--- src/hdl/hsvrgb_pkg.sv ---
// ----------------------------------------------------------------------------
// HSV to RGB converter package
// Shared types and fixed-point constants for the converter pipeline.
// ----------------------------------------------------------------------------
package hsvrgb_pkg;

    localparam int FRAC_BITS = 12;
    localparam int COMP_W    = 13;
    localparam int HUE_W     = 16;
    localparam int TH_W      = 15;
    localparam int REM_W     = 12;
    localparam int PROD_W    = 2 * COMP_W;

    localparam logic [COMP_W-1:0] ONE = COMP_W'(1 << FRAC_BITS);

    localparam logic [HUE_W-1:0] HUE_FULL   = 16'd23040;
    localparam logic [HUE_W-1:0] HUE_FULL2  = 16'd46080;
    localparam logic [TH_W-1:0]  HUE_SECTOR = 15'd3840;

    // floor(x / 15) == (x * RECIP) >> RECIP_SHIFT for every x below 2^16
    localparam logic [15:0] RECIP       = 16'd34953;
    localparam int          RECIP_SHIFT = 19;

    typedef logic [2:0] sector_t;

    localparam sector_t SECTOR_RY = 3'd0;
    localparam sector_t SECTOR_YG = 3'd1;
    localparam sector_t SECTOR_GC = 3'd2;
    localparam sector_t SECTOR_CB = 3'd3;
    localparam sector_t SECTOR_BM = 3'd4;
    localparam sector_t SECTOR_MR = 3'd5;

    typedef struct packed {
        logic [HUE_W-1:0]  hue;
        logic [COMP_W-1:0] saturation;
        logic [COMP_W-1:0] value_level;
        logic [COMP_W-1:0] alpha_in;
    } hsvrgb_in_t;

    typedef struct packed {
        logic [COMP_W-1:0] red;
        logic [COMP_W-1:0] green;
        logic [COMP_W-1:0] blue;
        logic [COMP_W-1:0] alpha_out;
        logic              out_of_range;
    } hsvrgb_out_t;

    typedef struct packed {
        sector_t           sector;
        logic [REM_W-1:0]  rem;
        logic [COMP_W-1:0] sat;
        logic [COMP_W-1:0] val;
        logic [COMP_W-1:0] alpha;
        logic              oor;
    } hsvrgb_split_t;

    typedef struct packed {
        sector_t           sector;
        logic [COMP_W-1:0] val;
        logic [COMP_W-1:0] m;
        logic [COMP_W-1:0] n;
        logic [COMP_W-1:0] k;
        logic [COMP_W-1:0] alpha;
        logic              oor;
    } hsvrgb_blend_t;

endpackage

--- src/hdl/hsv_to_rgb_converter.sv ---
// ----------------------------------------------------------------------------
// HSV to RGB converter
// One pixel per request. Six register stages: hue wrap, sector split,
// fraction and v(1-s), s*f products, v(...) products, channel select.
// ----------------------------------------------------------------------------
// Takes one pixel per clock unless the output is held; the pixel runs through
// the six-stage pipeline, each stage holding at most one level of
// multiplies. Hue is in 1/64 degree units and wraps at 360 degrees;
// saturation, value and alpha are unsigned Q.12 with 4096 as 1.0. Any of
// those above 1.0 yields opaque white with out_of_range set. Each stage
// advances when it is empty or the next one takes its request, so bubbles
// close while the output is held.
module hsv_to_rgb_converter (
    input  logic                    aclk,
    input  logic                    aresetn,
    input  logic                    s_valid,
    output logic                    s_ready,
    input  hsvrgb_pkg::hsvrgb_in_t  s_data,
    output logic                    m_valid,
    input  logic                    m_ready,
    output hsvrgb_pkg::hsvrgb_out_t m_data
);
    import hsvrgb_pkg::*;

    logic          split_valid;
    logic          split_ready;
    hsvrgb_split_t split_data;
    logic          blend_valid;
    logic          blend_ready;
    hsvrgb_blend_t blend_data;

    logic          out_valid_reg;
    hsvrgb_out_t   out_data_reg;
    hsvrgb_out_t   out_data_next;

    hsvrgb_hue_split u_hue_split (
        .aclk      (aclk),
        .aresetn   (aresetn),
        .in_valid  (s_valid),
        .in_ready  (s_ready),
        .in_data   (s_data),
        .out_valid (split_valid),
        .out_ready (split_ready),
        .out_data  (split_data)
    );

    hsvrgb_blend u_blend (
        .aclk      (aclk),
        .aresetn   (aresetn),
        .in_valid  (split_valid),
        .in_ready  (split_ready),
        .in_data   (split_data),
        .out_valid (blend_valid),
        .out_ready (blend_ready),
        .out_data  (blend_data)
    );

    assign blend_ready = !out_valid_reg || m_ready;

    always_comb begin
        out_data_next.alpha_out    = blend_data.alpha;
        out_data_next.out_of_range = 1'b0;
        unique case (blend_data.sector)
            SECTOR_RY: begin
                out_data_next.red   = blend_data.val;
                out_data_next.green = blend_data.k;
                out_data_next.blue  = blend_data.m;
            end
            SECTOR_YG: begin
                out_data_next.red   = blend_data.n;
                out_data_next.green = blend_data.val;
                out_data_next.blue  = blend_data.m;
            end
            SECTOR_GC: begin
                out_data_next.red   = blend_data.m;
                out_data_next.green = blend_data.val;
                out_data_next.blue  = blend_data.k;
            end
            SECTOR_CB: begin
                out_data_next.red   = blend_data.m;
                out_data_next.green = blend_data.n;
                out_data_next.blue  = blend_data.val;
            end
            SECTOR_BM: begin
                out_data_next.red   = blend_data.k;
                out_data_next.green = blend_data.m;
                out_data_next.blue  = blend_data.val;
            end
            default: begin
                out_data_next.red   = blend_data.val;
                out_data_next.green = blend_data.m;
                out_data_next.blue  = blend_data.n;
            end
        endcase
        if (blend_data.oor) begin
            out_data_next.red          = ONE;
            out_data_next.green        = ONE;
            out_data_next.blue         = ONE;
            out_data_next.alpha_out    = ONE;
            out_data_next.out_of_range = 1'b1;
        end
    end

    always_ff @(posedge aclk) begin
        if (!aresetn) begin
            out_valid_reg <= 1'b0;
        end else if (blend_ready) begin
            out_valid_reg <= blend_valid;
        end
    end

    always_ff @(posedge aclk) begin
        if (blend_ready) begin
            out_data_reg <= out_data_next;
        end
    end

    assign m_valid = out_valid_reg;
    assign m_data  = out_data_reg;

endmodule

--- src/hdl/hsvrgb_hue_split.sv ---
// ----------------------------------------------------------------------------
// Hue split
// Two stages: wrap the hue modulo 360 degrees, then find the 60-degree sector
// and the remainder inside it. Flags components above one.
// ----------------------------------------------------------------------------
module hsvrgb_hue_split (
    input  logic                      aclk,
    input  logic                      aresetn,
    input  logic                      in_valid,
    output logic                      in_ready,
    input  hsvrgb_pkg::hsvrgb_in_t    in_data,
    output logic                      out_valid,
    input  logic                      out_ready,
    output hsvrgb_pkg::hsvrgb_split_t out_data
);
    import hsvrgb_pkg::*;

    logic              s1_valid_reg;
    logic [TH_W-1:0]   s1_th_reg;
    logic [TH_W-1:0]   s1_th_next;
    logic [COMP_W-1:0] s1_sat_reg;
    logic [COMP_W-1:0] s1_val_reg;
    logic [COMP_W-1:0] s1_alpha_reg;
    logic              s1_oor_reg;
    logic              s1_oor_next;
    logic              s1_ready;

    logic              s2_valid_reg;
    hsvrgb_split_t     s2_data_reg;
    hsvrgb_split_t     s2_data_next;
    logic              s2_ready;
    logic [TH_W-1:0]   s2_base;

    assign s2_ready = !s2_valid_reg || out_ready;
    assign s1_ready = !s1_valid_reg || s2_ready;
    assign in_ready = s1_ready;

    always_comb begin
        if (in_data.hue >= HUE_FULL2) begin
            s1_th_next = TH_W'(in_data.hue - HUE_FULL2);
        end else if (in_data.hue >= HUE_FULL) begin
            s1_th_next = TH_W'(in_data.hue - HUE_FULL);
        end else begin
            s1_th_next = TH_W'(in_data.hue);
        end
        s1_oor_next = (in_data.saturation > ONE) || (in_data.value_level > ONE)
                   || (in_data.alpha_in > ONE);
    end

    always_ff @(posedge aclk) begin
        if (!aresetn) begin
            s1_valid_reg <= 1'b0;
        end else if (s1_ready) begin
            s1_valid_reg <= in_valid;
        end
    end

    always_ff @(posedge aclk) begin
        if (s1_ready) begin
            s1_th_reg    <= s1_th_next;
            s1_sat_reg   <= in_data.saturation;
            s1_val_reg   <= in_data.value_level;
            s1_alpha_reg <= in_data.alpha_in;
            s1_oor_reg   <= s1_oor_next;
        end
    end

    always_comb begin
        if (s1_th_reg >= TH_W'(5 * HUE_SECTOR)) begin
            s2_data_next.sector = SECTOR_MR;
            s2_base             = TH_W'(5 * HUE_SECTOR);
        end else if (s1_th_reg >= TH_W'(4 * HUE_SECTOR)) begin
            s2_data_next.sector = SECTOR_BM;
            s2_base             = TH_W'(4 * HUE_SECTOR);
        end else if (s1_th_reg >= TH_W'(3 * HUE_SECTOR)) begin
            s2_data_next.sector = SECTOR_CB;
            s2_base             = TH_W'(3 * HUE_SECTOR);
        end else if (s1_th_reg >= TH_W'(2 * HUE_SECTOR)) begin
            s2_data_next.sector = SECTOR_GC;
            s2_base             = TH_W'(2 * HUE_SECTOR);
        end else if (s1_th_reg >= HUE_SECTOR) begin
            s2_data_next.sector = SECTOR_YG;
            s2_base             = HUE_SECTOR;
        end else begin
            s2_data_next.sector = SECTOR_RY;
            s2_base             = '0;
        end
        s2_data_next.rem   = REM_W'(s1_th_reg - s2_base);
        s2_data_next.sat   = s1_sat_reg;
        s2_data_next.val   = s1_val_reg;
        s2_data_next.alpha = s1_alpha_reg;
        s2_data_next.oor   = s1_oor_reg;
    end

    always_ff @(posedge aclk) begin
        if (!aresetn) begin
            s2_valid_reg <= 1'b0;
        end else if (s2_ready) begin
            s2_valid_reg <= s1_valid_reg;
        end
    end

    always_ff @(posedge aclk) begin
        if (s2_ready) begin
            s2_data_reg <= s2_data_next;
        end
    end

    assign out_valid = s2_valid_reg;
    assign out_data  = s2_data_reg;

endmodule

--- src/hdl/hsvrgb_blend.sv ---
// ----------------------------------------------------------------------------
// Blend products
// Three multiply stages: sector fraction and v(1-s), then s*f and s(1-f),
// then v(1-sf) and v(1-s(1-f)). Every product is truncated to Q.12.
// ----------------------------------------------------------------------------
module hsvrgb_blend (
    input  logic                      aclk,
    input  logic                      aresetn,
    input  logic                      in_valid,
    output logic                      in_ready,
    input  hsvrgb_pkg::hsvrgb_split_t in_data,
    output logic                      out_valid,
    input  logic                      out_ready,
    output hsvrgb_pkg::hsvrgb_blend_t out_data
);
    import hsvrgb_pkg::*;

    logic              a_valid_reg;
    logic              a_ready;
    sector_t           a_sector_reg;
    logic [COMP_W-1:0] a_f_reg;
    logic [COMP_W-1:0] a_m_reg;
    logic [COMP_W-1:0] a_sat_reg;
    logic [COMP_W-1:0] a_val_reg;
    logic [COMP_W-1:0] a_alpha_reg;
    logic              a_oor_reg;
    logic [31:0]       a_f_prod;
    logic [PROD_W-1:0] a_m_prod;

    logic              b_valid_reg;
    logic              b_ready;
    sector_t           b_sector_reg;
    logic [COMP_W-1:0] b_sf_reg;
    logic [COMP_W-1:0] b_sg_reg;
    logic [COMP_W-1:0] b_m_reg;
    logic [COMP_W-1:0] b_val_reg;
    logic [COMP_W-1:0] b_alpha_reg;
    logic              b_oor_reg;
    logic [PROD_W-1:0] b_sf_prod;
    logic [PROD_W-1:0] b_sg_prod;

    logic              c_valid_reg;
    logic              c_ready;
    hsvrgb_blend_t     c_data_reg;
    hsvrgb_blend_t     c_data_next;
    logic [PROD_W-1:0] c_n_prod;
    logic [PROD_W-1:0] c_k_prod;

    assign c_ready  = !c_valid_reg || out_ready;
    assign b_ready  = !b_valid_reg || c_ready;
    assign a_ready  = !a_valid_reg || b_ready;
    assign in_ready = a_ready;

    // f = rem * 4096 / 3840 = rem * 16 / 15
    assign a_f_prod = 32'({in_data.rem, 4'b0000}) * 32'(RECIP);
    assign a_m_prod = PROD_W'(in_data.val) * PROD_W'(ONE - in_data.sat);

    always_ff @(posedge aclk) begin
        if (!aresetn) begin
            a_valid_reg <= 1'b0;
        end else if (a_ready) begin
            a_valid_reg <= in_valid;
        end
    end

    always_ff @(posedge aclk) begin
        if (a_ready) begin
            a_sector_reg <= in_data.sector;
            a_f_reg      <= a_f_prod[RECIP_SHIFT +: COMP_W];
            a_m_reg      <= a_m_prod[FRAC_BITS +: COMP_W];
            a_sat_reg    <= in_data.sat;
            a_val_reg    <= in_data.val;
            a_alpha_reg  <= in_data.alpha;
            a_oor_reg    <= in_data.oor;
        end
    end

    assign b_sf_prod = PROD_W'(a_sat_reg) * PROD_W'(a_f_reg);
    assign b_sg_prod = PROD_W'(a_sat_reg) * PROD_W'(ONE - a_f_reg);

    always_ff @(posedge aclk) begin
        if (!aresetn) begin
            b_valid_reg <= 1'b0;
        end else if (b_ready) begin
            b_valid_reg <= a_valid_reg;
        end
    end

    always_ff @(posedge aclk) begin
        if (b_ready) begin
            b_sector_reg <= a_sector_reg;
            b_sf_reg     <= b_sf_prod[FRAC_BITS +: COMP_W];
            b_sg_reg     <= b_sg_prod[FRAC_BITS +: COMP_W];
            b_m_reg      <= a_m_reg;
            b_val_reg    <= a_val_reg;
            b_alpha_reg  <= a_alpha_reg;
            b_oor_reg    <= a_oor_reg;
        end
    end

    assign c_n_prod = PROD_W'(b_val_reg) * PROD_W'(ONE - b_sf_reg);
    assign c_k_prod = PROD_W'(b_val_reg) * PROD_W'(ONE - b_sg_reg);

    always_comb begin
        c_data_next.sector = b_sector_reg;
        c_data_next.val    = b_val_reg;
        c_data_next.m      = b_m_reg;
        c_data_next.n      = c_n_prod[FRAC_BITS +: COMP_W];
        c_data_next.k      = c_k_prod[FRAC_BITS +: COMP_W];
        c_data_next.alpha  = b_alpha_reg;
        c_data_next.oor    = b_oor_reg;
    end

    always_ff @(posedge aclk) begin
        if (!aresetn) begin
            c_valid_reg <= 1'b0;
        end else if (c_ready) begin
            c_valid_reg <= b_valid_reg;
        end
    end

    always_ff @(posedge aclk) begin
        if (c_ready) begin
            c_data_reg <= c_data_next;
        end
    end

    assign out_valid = c_valid_reg;
    assign out_data  = c_data_reg;

endmodule
--- config.mk ---
export PLATFORM = sky130hd
export DESIGN_NAME = hsv_to_rgb_converter
export DESIGN_NICKNAME = d
export VERILOG_FILES = /design/src/hdl/hsvrgb_pkg.sv /design/src/hdl/hsv_to_rgb_converter.sv /design/src/hdl/hsvrgb_hue_split.sv /design/src/hdl/hsvrgb_blend.sv
export SDC_FILE = /design/constraint.sdc
export NUM_CORES = 2
export LEC_CHECK = 0
export BUFFER_PORTS_ARGS = -buffer_cell sky130_fd_sc_hd__clkbuf_2
export CORE_MARGIN = 1
export CORE_UTILIZATION = 45
export CTS_CLUSTER_SIZE = 25
export DETAILED_ROUTE_END_ITERATION = 16
export SLEW_MARGIN = 10
export SYNTH_ARGS = -nofsm -noshare
export SYNTH_HDL_FRONTEND = slang
export SYNTH_SLANG_ARGS = --single-unit
--- constraint.sdc ---
create_clock -name aclk -period 13.8 [get_ports aclk]
set_input_delay 2.76 -clock aclk [delete_from_list [all_inputs] [get_ports aclk]]
set_output_delay 2.76 -clock aclk [all_outputs]
set_load 0.005 [all_outputs]
Yosys cells after proc, flatten, opt, wreduce, memory -nomap -nowiden
Cells that the tools add are included.
{"block": "word_totals", "regBits": 376, "wordCells": 100, "out_inout_bits": 55}
{"block": "classes", "eq_ne": 4, "muxes": 13, "add_sub_neg": 7, "n_lt_le_gt_ge": 10, "reduce_logical": 16, "n_mul": 6}
{"cell": "$pmux 39 s5", "n": 1}
{"cell": "$mul 13x26->25", "n": 4}
{"cell": "$mux 12", "n": 5}
{"cell": "$sub 13x13->14 const A", "n": 4}
{"cell": "$gt 13x13->1 const B", "n": 3}
{"cell": "$ge 15x14->1 const B", "n": 2}
{"cell": "$mux 15", "n": 2}
{"cell": "$mul 12x16->28 const B", "n": 1}
{"cell": "$mul 13x13->25", "n": 1}
{"cell": "$ge 16x15->1 const B", "n": 1}
{"cell": "$ge 16x16->1 const B", "n": 1}
{"cell": "$ge 15x12->1 const B", "n": 1}
{"cell": "$ge 15x13->1 const B", "n": 1}
{"cell": "$ge 15x15->1 const B", "n": 1}
{"cell": "$sub 15x14->15 const B", "n": 1}
{"cell": "$sub 15x15->15 const B", "n": 1}
{"cell": "$sub 12x12->12", "n": 1}
{"cell": "$logic_or 1x1->1", "n": 8}
{"cell": "$eq 3x2->1 const B", "n": 2}
{"cell": "$logic_not 1->1", "n": 6}
{"cell": "$mux 3", "n": 2}
{"cell": "$eq 3x1->1 const B", "n": 1}
{"cell": "$eq 3x3->1 const B", "n": 1}
{"cell": "$logic_not 3->1", "n": 1}
{"cell": "2 further kinds", "n": 4}

Longest topological paths before layout
{"block": "depth", "ltp_word": 7, "depth_mapped": 27}

By module
Synthesis repeated with hierarchy kept, for this count alone.
{"block": "unflattened", "cells_unflattened": 4236, "area_unflattened_um2": 44102.3}
{"module": "hsvrgb_blend", "n_inst": 1, "seq_area_each_um2": 6276.0, "area_per_inst_um2": 36552.6, "cells_per_inst": 3695}
{"module": "hsvrgb_hue_split", "n_inst": 1, "seq_area_each_um2": 3343.2, "area_per_inst_um2": 4156.5, "cells_per_inst": 232}
{"module": "hsv_to_rgb_converter", "n_inst": 1, "seq_area_each_um2": 1611.5, "area_per_inst_um2": 3393.3, "cells_per_inst": 309}

Worst setup path before layout
No wires, ideal clock.
{"block": "synth_path", "kind": "input to output", "start": "input port m_ready", "end": "output port s_ready", "cell_stages": 4, "slack_ns": 6.351, "arrival_ns": 4.689, "n_path_buf": 0, "path_cell_list": "nor2b_1 -> and3_1 -> and2_1 -> nand3_1"}
{"block": "synth_via", "elab_chain_len": 6}
{"element": "start, declared", "line_no": "hsv_to_rgb_converter.sv:20", "source": "input logic m_ready,"}
{"element": "$logic_or 1x1->1", "line_no": "hsv_to_rgb_converter.sv:58", "source": "assign blend_ready = !out_valid_reg || m_ready;"}
{"element": "$logic_or 1x1->1", "line_no": "hsvrgb_blend.sv:49", "source": "assign c_ready = !c_valid_reg || out_ready;"}
{"element": "$logic_or 1x1->1", "line_no": "hsvrgb_blend.sv:50", "source": "assign b_ready = !b_valid_reg || c_ready;"}
{"element": "$logic_or 1x1->1", "line_no": "hsvrgb_blend.sv:51", "source": "assign a_ready = !a_valid_reg || b_ready;"}
{"element": "$logic_or 1x1->1", "line_no": "hsvrgb_hue_split.sv:34", "source": "assign s2_ready = !s2_valid_reg || out_ready;"}
{"element": "$logic_or 1x1->1", "line_no": "hsvrgb_hue_split.sv:35", "source": "assign s1_ready = !s1_valid_reg || s2_ready;"}
{"element": "end, declared", "line_no": "hsv_to_rgb_converter.sv:17", "source": "output logic s_ready,"}
Every way passes these cells.

Worst setup path in the final report
{"block": "layout_path", "start": "register u_blend.b_sf_reg[2]", "end": "register u_blend.c_data_reg, in the netlist u_blend.out_data[36] (data pin)"}
{"block": "layout_via", "elab_chain_len": 2}
{"element": "start, declared", "line_no": "hsvrgb_blend.sv:33", "source": "logic [COMP_W-1:0] b_sf_reg;"}
{"element": "start signal, assigned", "line_no": "hsvrgb_blend.sv:92", "source": "b_sf_reg <= b_sf_prod[FRAC_BITS +: COMP_W];"}
{"element": "$sub 13x13->14", "line_no": "hsvrgb_blend.sv:101", "source": "assign c_n_prod = PROD_W'(b_val_reg) * PROD_W'(ONE - b_sf_reg);"}
{"element": "$mul 13x26->25", "line_no": "hsvrgb_blend.sv:101"}
{"element": "named net u_blend.c_n_prod[21]", "line_no": "hsvrgb_blend.sv:46", "source": "logic [PROD_W-1:0] c_n_prod;"}
{"element": "end signal, assigned", "line_no": "hsvrgb_blend.sv:124", "source": "c_data_reg <= c_data_next;"}
{"element": "end, declared", "line_no": "hsvrgb_blend.sv:44", "source": "hsvrgb_blend_t c_data_reg;"}
The timed path passes the listed nets, and every way through them passes these cells.
A chain may end at the register's enable or synchronous reset.

==> results.sh <==
export IMPL_status="completed"
export IMPL_maxCapViolCount=0
export IMPL_wirelength_mm=97.7
export IMPL_ios=114
export IMPL_syn_to_final_growth_pct=7.70
export IMPL_gp_congestion=0.842
export IMPL_rows=115
export IMPL_hold_path_class="flop to flop"
export IMPL_cp_num_buf_inv=3
export IMPL_cp_arrival_ns=7.90
export IMPL_startpoint_type="flop"
export IMPL_cpLargestDelayFamily="adder cells"
export IMPL_report_final_hold_viol_count=0
export IMPL_h_tree_depth=2
export IMPL_cts_sinks=376
export IMPL_portBuffers=113
export IMPL_mappedNetlistArea_um2=44700
export IMPL_clk_pin_slew_ns=0.07
export IMPL_yosysWarnings=0
export IMPL_worstMarginPinSlew_ns=1.18
export IMPL_avgSynthCellArea_um2=10.2
export IMPL_cts_tree="built"
export IMPL_coreArea_um2=98400
export IMPL_ctsHoldBuffers=0
export IMPL_drt_iter0_markers=1418
export IMPL_ant_nets=0
export IMPL_die_w_um=317
export IMPL_initial_core_util_pct=45.4
export IMPL_required_ns=14.16
export IMPL_period_needed_ns=7.54
export IMPL_synth_top_flop_cell="edfxtp_1"
export IMPL_cts_setup_buffers=0
export IMPL_antenna_found_initial=1
export IMPL_critical_path_class="flop to flop"
export IMPL_fp_dieH_um=317
export IMPL_dieArea_um2=101000
export IMPL_fin_setup_tns_ns=0
export IMPL_dr_pass1_iters=5
export IMPL_finalSetupViolCount=0
export IMPL_ctsRootBufferMaster="clkbuf_16"
export IMPL_track_usage_pct=20.3
export IMPL_synth_nets=5502
export IMPL_ys_ff_latch=376
export IMPL_first_global_vias=30300
export IMPL_slowest_delay_ns=0.64
export IMPL_largest_reg_flops=69
export IMPL_num_vias=28600
export IMPL_drive_gt1_share_pct=6.15
export IMPL_grt_pass1_wl_mm=160
export IMPL_report_final_slew_viol_count=0
export IMPL_async_reset_ff_share_pct=0
export IMPL_n_fill_cell=9192
export IMPL_overflow=0
export IMPL_hpwl_mm=75.6
export IMPL_netlist_cell_type_count=73
export IMPL_drt_wirelength_per_cell_um=17.1
export IMPL_crit_slowest_cell="xor2_1"
export IMPL_clock_path_buffers=3
export IMPL_clock_latency_ns=0.62
export IMPL_critPathMaxFanout=13
export IMPL_ys_seq_area_share_pct=25.1
export IMPL_vias_per_cell=5.00
export IMPL_multiInputGateArea_um2=28800
export IMPL_grt_max_degree=70
export IMPL_end_kind="flop"
export IMPL_crit_top_cell="fa_1"
export IMPL_syn_inst=4371
export IMPL_area_sequential_um2=11200
export IMPL_drcViolationCount=0
export IMPL_nNetsFinal=5541
export IMPL_skew_ns=0.0624
export IMPL_maxClockFrequency_ghz=0.133
export IMPL_synth_edf_count=370
export IMPL_r2r_setup_slack_ns=6.26
export IMPL_numCtsBuffers=42
export IMPL_timing_slew_headroom_pct=20.6
export IMPL_post_cts_resized=0
export IMPL_crit_chain="or3_1, nor3_1, nand2b_1, nor2b_1, nand2_1, xor2_1, nand2_1, fa_1, inv_1, fa_1, inv_1, fa_1, fa_1, fa_1, inv_1, ha_1, a211o_1, or3_4, a211oi_2, nor3_2, a221oi_4, o21bai_2, a21oi_2, xnor2_1"
export IMPL_fin_crit_sh_pct=54.6
export IMPL_rsz0062_at_grt="false"
[routing by layer]
layer	GRT usage (%)	up-vias	share of wire, %
met1	28.4	14500	46
met5	0	-	0
met2	33.0	644	46
met3	3.14	129	5.3
li1	-	13400	-
met4	5.07	0	2.4
[cells in the final DEF, fill, tap and decap left out, types with 9 or more instances in the layout]
cell type  count
inv_1       1065
fa_1         778
nand2_1      521
and2_1       391
edfxtp_1     370
ha_1         294
xnor2_1      120
clkbuf_2     113
nor2_1       106
buf_4         63
a21oi_1       53
xor2_1        50
o21ai_0       48
nor3_1        43
clkbuf_16     42
o21a_1        29
nor2b_1       25
a22oi_1       25
a221oi_1      25
nand3_1       22
a21o_1        19
nor4_1        18
and3_1        16
nand3b_1      13
o22ai_1       13
o221ai_1      13
nand4_1       12
o211ai_1      11
a211oi_1       9
[cell families (layout without fill, tap and decap cells)]
| family | Yosys count | after routing | share of synthesized area, % |
|---|---|---|---|
| muxes | 2 | 2 | 0.0448 |
| xor gates and xnor gates | 172 | 172 | 3.37 |
| DFF | 376 | 376 | 25.1 |
| adders and majority gates | 1073 | 1073 | 43.1 |
| and+or+nand+nor | 1200 | 1200 | 13.2 |
| other | 0 | 1 | 0 |
| buffers and inverters | 1250 | 1321 | 10.5 |
| AOI/OAI and AO/OA | 298 | 298 | 4.69 |
[per-stage QoR]
stage / cell area (µm²) / hold WS [ns] / setup WS, ns / instances / utilization, %
CTS: 48200 / 0.371 / 6.20 / 5729 / 48.9
floorplan: 44700 / 0.400 / 6.35 / 4371 / -
detailed placement: 46700 / 0.405 / 6.22 / 5653 / 47.5
finish: 48200 / 0.381 / 6.26 / 5730 / 48.9
global placement: 46700 / 0.401 / 6.40 / 5653 / 47.5
global route: 48200 / 0.389 / 5.85 / 5729 / 48.9
[path summary, 6_finish.rpt]
kind                            depth (start not counted)                        endpoint                            from
worst max-delay path                                   24  u_blend.out_data[36]$_DFFE_PP_   u_blend.b_sf_reg[2]$_DFFE_PP_
worst min register to register                          0  u_blend.b_val_reg[2]$_DFFE_PP_  u_blend.a_val_reg[2]$_DFFE_PP_
worst min-delay path                                    0  u_blend.b_val_reg[2]$_DFFE_PP_  u_blend.a_val_reg[2]$_DFFE_PP_
worst max register to register                         24  u_blend.out_data[36]$_DFFE_PP_   u_blend.b_sf_reg[2]$_DFFE_PP_
[layout make-up]
class	instances	share of cell area (%)
clock buffer	50	2.24
tap	1287	3.34
antenna	1	0.00520
clock inverter	26	0.759
timing repair buffer	176	2.16
multi-input combinational	2745	59.8
inverter	1069	8.33
sequential	376	23.3
[synthesized netlist by cell type (all sizes together) (4+ instances only)]
cell    count  area share [%]
inv      1068             9.0
fa        778              35
nand2     523             4.4
and2      392             5.5
edfxtp    370              25
ha        294             8.2
clkbuf    175             1.5
xnor2     122             2.4
nor2      106            0.89
a21oi      55            0.63
o21ai      51            0.58
xor2       50            0.98
nor3       45            0.53
o21a       29            0.49
a221oi     26            0.55
a22oi      25            0.42
nor2b      25            0.35
nand3      23            0.26
a21o       19            0.32
nor4       19            0.28
and3       16            0.22
nand3b     13            0.22
o221ai     13            0.25
o22ai      13            0.18
nand4      12            0.17
o211ai     12            0.21
a211oi     10            0.18
nand2b      8            0.11
a21boi      6            0.10
a31oi       6           0.084
buf         6           0.056
dfxtp       6            0.27
o21bai      6            0.11
or2         6           0.084
or3         5           0.081
o41a        4            0.10
Power is left out: the tool's default activity adds up to more than one toggle a clock period on the data nets, which glitch-free logic cannot reach.
